==> src/hdl/pfs_pkg.sv <==
// ----------------------------------------------------------------------------
// pfs_pkg
// Shared types and constants of the paging frame scheduler.
// ----------------------------------------------------------------------------
package pfs_pkg;

	localparam int ID_W    = 31;
	localparam int FRAME_W = 10;
	localparam int KIND_W  = 2;
	localparam int DIV_W   = 11;
	localparam int APB_AW  = 4;
	localparam int APB_DW  = 32;

	// result kinds
	localparam logic [KIND_W-1:0] KIND_RECORD = 2'd0;
	localparam logic [KIND_W-1:0] KIND_MIB    = 2'd1;
	localparam logic [KIND_W-1:0] KIND_ACCEPT = 2'd2;
	localparam logic [KIND_W-1:0] KIND_DROP   = 2'd3;

	// input functions
	localparam logic FUNC_REQUEST = 1'b0;
	localparam logic FUNC_TICK    = 1'b1;

	// register indexes (paddr[3:2])
	localparam logic [1:0] REG_DRX   = 2'd0;
	localparam logic [1:0] REG_NPF   = 2'd1;
	localparam logic [1:0] REG_QCAP  = 2'd2;

	localparam logic [10:0] DRX_RESET  = 11'd32;
	localparam logic [10:0] NPF_RESET  = 11'd4;
	localparam logic [4:0]  QCAP_RESET = 5'd10;
	localparam int          MIB_BITS   = 3;

	typedef struct packed {
		logic             start;
		logic [DIV_W-1:0] dividend;
		logic [DIV_W-1:0] divisor;
	} div_req_t;

	typedef struct packed {
		logic             done;
		logic [DIV_W-1:0] quo;
		logic [DIV_W-1:0] rem;
	} div_rsp_t;

	typedef enum logic [17:0] {
		ST_CLEAR = 18'b000000000000000001,
		ST_IDLE  = 18'b000000000000000010,
		ST_L1    = 18'b000000000000000100,
		ST_W1    = 18'b000000000000001000,
		ST_L2    = 18'b000000000000010000,
		ST_W2    = 18'b000000000000100000,
		ST_L3    = 18'b000000000001000000,
		ST_W3    = 18'b000000000010000000,
		ST_MUL   = 18'b000000000100000000,
		ST_STEP  = 18'b000000001000000000,
		ST_RD    = 18'b000000010000000000,
		ST_CHK   = 18'b000000100000000000,
		ST_ROUT  = 18'b000001000000000000,
		ST_TRD   = 18'b000010000000000000,
		ST_TFILL = 18'b000100000000000000,
		ST_TREC  = 18'b001000000000000000,
		ST_TOUT  = 18'b010000000000000000,
		ST_TMIB  = 18'b100000000000000000
	} state_t;

endpackage

==> src/hdl/pfs_div.sv <==
// ----------------------------------------------------------------------------
// pfs_div
// Restoring divider, one quotient bit per cycle; quotient and remainder.
// ----------------------------------------------------------------------------
module pfs_div (
	input  logic              clk,
	input  logic              arst_n,
	input  pfs_pkg::div_req_t req,
	output pfs_pkg::div_rsp_t rsp
);

	localparam int W  = pfs_pkg::DIV_W;
	localparam int CW = $clog2(W + 1);

	logic [W-1:0]  dvd_q;
	logic [W-1:0]  dsr_q;
	logic [W-1:0]  rem_q;
	logic [CW-1:0] cnt_q;
	logic          busy_q;
	logic          done_q;
	logic [W:0]    r_sh;
	logic          ge;

	always_comb begin
		r_sh = {rem_q, dvd_q[W-1]};
		ge   = r_sh >= {1'b0, dsr_q};
	end

	always_ff @(posedge clk or negedge arst_n) begin
		if (!arst_n) begin
			busy_q <= 1'b0;
			done_q <= 1'b0;
			cnt_q  <= '0;
		end else begin
			done_q <= 1'b0;
			if (req.start) begin
				busy_q <= 1'b1;
				cnt_q  <= CW'(W);
			end else if (busy_q) begin
				cnt_q <= cnt_q - 1'b1;
				if (cnt_q == CW'(1)) begin
					busy_q <= 1'b0;
					done_q <= 1'b1;
				end
			end
		end
	end

	always_ff @(posedge clk) begin
		if (req.start) begin
			dvd_q <= req.dividend;
			dsr_q <= req.divisor;
			rem_q <= '0;
		end else if (busy_q) begin
			rem_q <= ge ? W'(r_sh - {1'b0, dsr_q}) : W'(r_sh);
			dvd_q <= {dvd_q[W-2:0], ge};
		end
	end

	assign rsp.done = done_q;
	assign rsp.quo  = dvd_q;
	assign rsp.rem  = rem_q;

endmodule

==> config.mk <==
export PLATFORM = sky130hd
export DESIGN_NAME = pfs_div
export DESIGN_NICKNAME = d
export VERILOG_FILES = /design/src/hdl/pfs_pkg.sv /design/src/hdl/pfs_div.sv
export SDC_FILE = /design/constraint.sdc
export NUM_CORES = 1
export LEC_CHECK = 0
export BUFFER_PORTS_ARGS = -buffer_cell sky130_fd_sc_hd__buf_2
export CORE_MARGIN = 2
export CORE_UTILIZATION = 38
export CTS_CLUSTER_SIZE = 8
export DETAILED_ROUTE_END_ITERATION = 8
export PLACE_DENSITY = 0.67
export SYNTH_ARGS = -nofsm -noshare
export SYNTH_HDL_FRONTEND = slang
export SYNTH_SLANG_ARGS = --single-unit
==> constraint.sdc <==
create_clock -name clk -period 3.2 [get_ports clk]
set_input_delay 0.32 -clock clk [delete_from_list [all_inputs] [get_ports clk]]
set_output_delay 0.32 -clock clk [all_outputs]
set_load 0.005 [all_outputs]
Yosys cells after proc, flatten, opt, wreduce, memory -nomap -nowiden
Cells that the tools add are included.
Widths: inputs -> output; s select.
{ "word_totals": {"regBits": 39, "in_bits": 25, "elab_cells": 22} }
{ "classes": {"n_addsub": 2, "order_cmp": 1, "n_eq_ne": 1, "n_mux": 11, "n_reduce_logical": 1} }
{ "ops": {"columns": ["cell", "n"], "rows": [
  ["$mux 11", 3],
  ["$ge 12x11->1", 1],
  ["$sub 11x11->11", 1],
  ["$mux 4", 2],
  ["$mux 1", 6],
  ["$eq 4x1->1 const B", 1],
  ["$sub 4x1->4 const B", 1],
  ["$reduce_bool 2->1", 1]
]} }

Depth between registers and ports, before layout
{ "depth": {"depth_word": 4, "ltp_mapped": 9} }

Worst setup path after synthesis
Ideal clock, no wire load.
{ "synth_path": {"path_kind": "reg-to-reg", "from": "register dvd_q[10]", "to": "register dvd_q[0], data pin", "arrival_ns": 1.808, "required_time_ns": 2.940, "setup_slack_ns": 1.132, "path_stages_with_launch": 10, "n_path_buf": 1, "period_less_slack_ns": 2.068, "cell_sequence": "edfxtp_1 -> inv_1 -> ha_1 -> fa_1 -> nor2b_4 -> o31a_4 -> o211ai_4 -> and2_1 -> buf_2 -> mux2i_1"} }
{ "synth_via": {"elab_chain_len": 3} }
{ "synth_lines": {"columns": ["item", "line_no", "rtl"], "rows": [
  ["start, declared", "pfs_div.sv:15", "logic [W-1:0] dvd_q;"],
  ["start signal, assigned", "pfs_div.sv:51", "dvd_q <= req.dividend;"],
  ["start signal, assigned", "pfs_div.sv:56", "dvd_q <= {dvd_q[W-2:0], ge};"],
  ["$ge 12x11->1", "pfs_div.sv:26", "ge = r_sh >= {1'b0, dsr_q};"],
  ["$mux 11", "pfs_div.sv:54", "end else if (busy_q) begin"],
  ["$mux 11", "pfs_div.sv:50", "if (req.start) begin"]
]} }
No other way between the ends. The select of a mux whose other input is x is not followed.
A chain may end at the register's enable or synchronous reset.

Worst setup path after layout
Ends and elaborated chain as after synthesis.

==> impl_metrics.json <==
{
  "overflow": 0,
  "cts-root-buf": "clkbuf_8",
  "slowest_stage": "edfxtp_1",
  "critical_path_class": "reg2reg",
  "ant_nets": 0,
  "synth.top_cell.area_share": 0.2794,
  "leakagePower_nw": 1.223,
  "tightest_slew_ps": 881.8,
  "place_congestion": 0.7656,
  "ios": 48,
  "dieWidth_um": 82.89,
  "antenna_cells": 0,
  "fin_crit_ps": 2424,
  "syn-instance-count": 231,
  "slew_headroom": 0.4121,
  "finalPower_w": 0.002196,
  "design.die.area_mm2": 0.006870,
  "placement.cell_area_mm2": 0.002634,
  "synth_area_leader_cell": "edfxtp_1",
  "finalMaxSlewViolations": 0,
  "worstReg2RegStart": "dvd_q[10]$_DFFE_PP_",
  "setup_violations": 0,
  "hpwlAfterDp_um": 3623,
  "instances_no_fill": 351,
  "area_growth_pct": 16.56,
  "cts_htree_levels": 2,
  "layout-drive-gt1-share": 0.2717,
  "rsz0062_at_grt": "false",
  "yosysWarnings": 0,
  "grt_max_degree": 47,
  "ys_seq_area_frac": 0.4360,
  "setup_tns_ps": 0,
  "fin_skew_ps": 9.224,
  "cp-end-kind": "flip-flop",
  "drv_cap": 0,
  "synth_area_mm2": 0.002365,
  "antenna_found_initial": 0,
  "grt_util_all_layers": 0.1462,
  "drt-vias-per-instance": 5.268,
  "clkSinkCount": 39,
  "hold_viol_final": 0,
  "initial_core_util": 0.3971,
  "syn-num-nets": 270,
  "clock_latency_ps": 300,
  "wl_per_cell_um": 14.02,
  "cts_tree": "built",
  "holdBufCountCts": 1,
  "core_area_mm2": 0.005956,
  "finalWirelength_um": 4920,
  "drtIter0Drc": 157,
  "hp-start": "req[8]",
  "cts_resized": 0,
  "die_y_um": 82.89,
  "cts_buffers": 5,
  "power_density_mw_per_mm2": 796.9,
  "final_cell_mix": "buf_2 (47), nor2_1 (22), edfxtp_1 (22)",
  "outcome": "finished, final reports clean",
  "synth_area_per_cell_um2": 10.24,
  "drc_errors": 0,
  "min_path_type": "in2reg",
  "fin_area_mm2": 0.002756,
  "grt_pass1_wl_um": 8197,
  "mostFrequentLayoutCell": "buf_2",
  "synth-edff-count": 22,
  "max_stage_delay_ps": 420,
  "worst-path-max-fanout": 17,
  "ys.flop_type": "edfxtp_1",
  "synth.distinct_cells": 59,
  "rows": 28,
  "synth_seq_cells": 39,
  "fin_nets": 314,
  "ir_worst_vdd_mv": 0.3118,
  "critPathArrivalTime_ps": 2440,
  "grt_pass1_vias": 1727,
  "required_ps": 3220,
  "max-clock-path-buffers": 2,
  "synth_area_leaders": "edfxtp_1 (28%), dfxtp_1 (9.3%), ha_1 (6.9%), dfrtp_1 (6.3%), mux2_2 (4.8%)",
  "fmax_mhz": 412.5,
  "vias": 1849,
  "path_clk_slew_ps": 80,
  "ys_async_sr_fraction": 0.1538,
  "dpl.cell_count": 342,
  "dr.pass1.iters": 4,
  "post_cts_buffers": 0,
  "io_buffers": 47,
  "startpoint": "dvd_q[10]$_DFFE_PP_",
  "nFillCells": 589,
  "cp-start-kind": "flip-flop",
  "path_cells": "inv_1 -> ha_1 -> fa_1 -> nor2b_4 -> o31a_4 -> o211ai_4 -> and2_1 -> mux2i_1",
  "period_share": 0.7576
}
critical path: cells and delay by family (launching register included):
kind | cells | cell delay, ps
compound gates | 2 | 730
flops | 1 | 420
fa+ha+maj | 2 | 420
simple gates | 2 | 390
mux | 1 | 100
buf+inv | 1 | 80
final timing paths:
kind | to | slack [ps] | cells past startpoint
worst max-delay path | dvd_q[0]$_DFFE_PP_ | 780 | 8
worst min-delay path | dsr_q[8]$_DFFE_PP_ | 190 | 1
worst max register to register | dvd_q[0]$_DFFE_PP_ | 780 | 8
worst min register to register | rem_q[6]$_SDFFE_PP0P_ | 540 | 2
max in group asynchronous | cnt_q[1]$_DFFE_PN0P_ | 2690 | 2
min in group asynchronous | done_q$_DFF_PN0_ | 370 | 2
sequential cells by signal, summed over array words and instances, names as in the netlist:
signal / count
busy_q: 1
rem_q: 11
done_q: 1
dsr_q: 11
cnt_q: 4
dvd_q: 11
cells in the mapped netlist, drive strengths merged (4+ instances only):
master and number:
nor2 22, nor2b 8, inv 18, dfrtp 6, o21a 5, a21oi 7
nand2 15, o21ai 10, a211oi 4, buf 9, nor3b 4, a31oi 4
ha 13, nor3 5, edfxtp 22, nand2b 6, mux2 10, dfxtp 11
cells by family after synthesis:
kind of cell	Yosys count	synth area share
buffers and inverters	30	0.05714
multiplexers	11	0.05185
adder cells (fa/ha/maj)	14	0.07725
AO/OA/AOI/OAI	53	0.1741
flip-flops	39	0.4360
AND/OR/NAND/NOR	79	0.1852
XOR/XNOR	5	0.01852
per-stage QoR:
stage / hold slack (ps) / worst slack, ps / util
after floorplan: 24.41 / 1132 / -
after global placement: 150.9 / 862.2 / 0.4422
after detailed placement: 151.5 / 762.5 / 0.4422
after CTS: 182.4 / 782.5 / 0.4628
after global routing: 182.0 / 617.7 / 0.4628
final: 191.8 / 775.7 / 0.4628
power breakdown:
group / switching (W) / internal [W] / leakage [nW]
Combinational: 0.000572 / 0.000472 / 0.783
Clock: 0.000186 / 0.000232 / 0.0581
Sequential: 0.0000927 / 0.000641 / 0.382
routing by layer:
metal	routed length, um	GRT usage
met5	0	0
met4	97	0.05514
met3	154	0.02883
met2	2345	0.2295
met1	2323	0.1992
area by class of cell:
| cell class | instances | area (um^2) | share of cell area |
|---|---|---|---|
| clock inverters | 3 | 43.79 | 0.01589 |
| flip-flops and latches | 39 | 1031 | 0.3740 |
| well taps | 75 | 93.84 | 0.03404 |
| inverters | 18 | 67.56 | 0.02451 |
| multi-input cells | 162 | 1199 | 0.4349 |
| repair buffers | 49 | 252.7 | 0.09169 |
| clock buffers | 5 | 68.82 | 0.02497 |
Power figures use the tool's default switching activity.
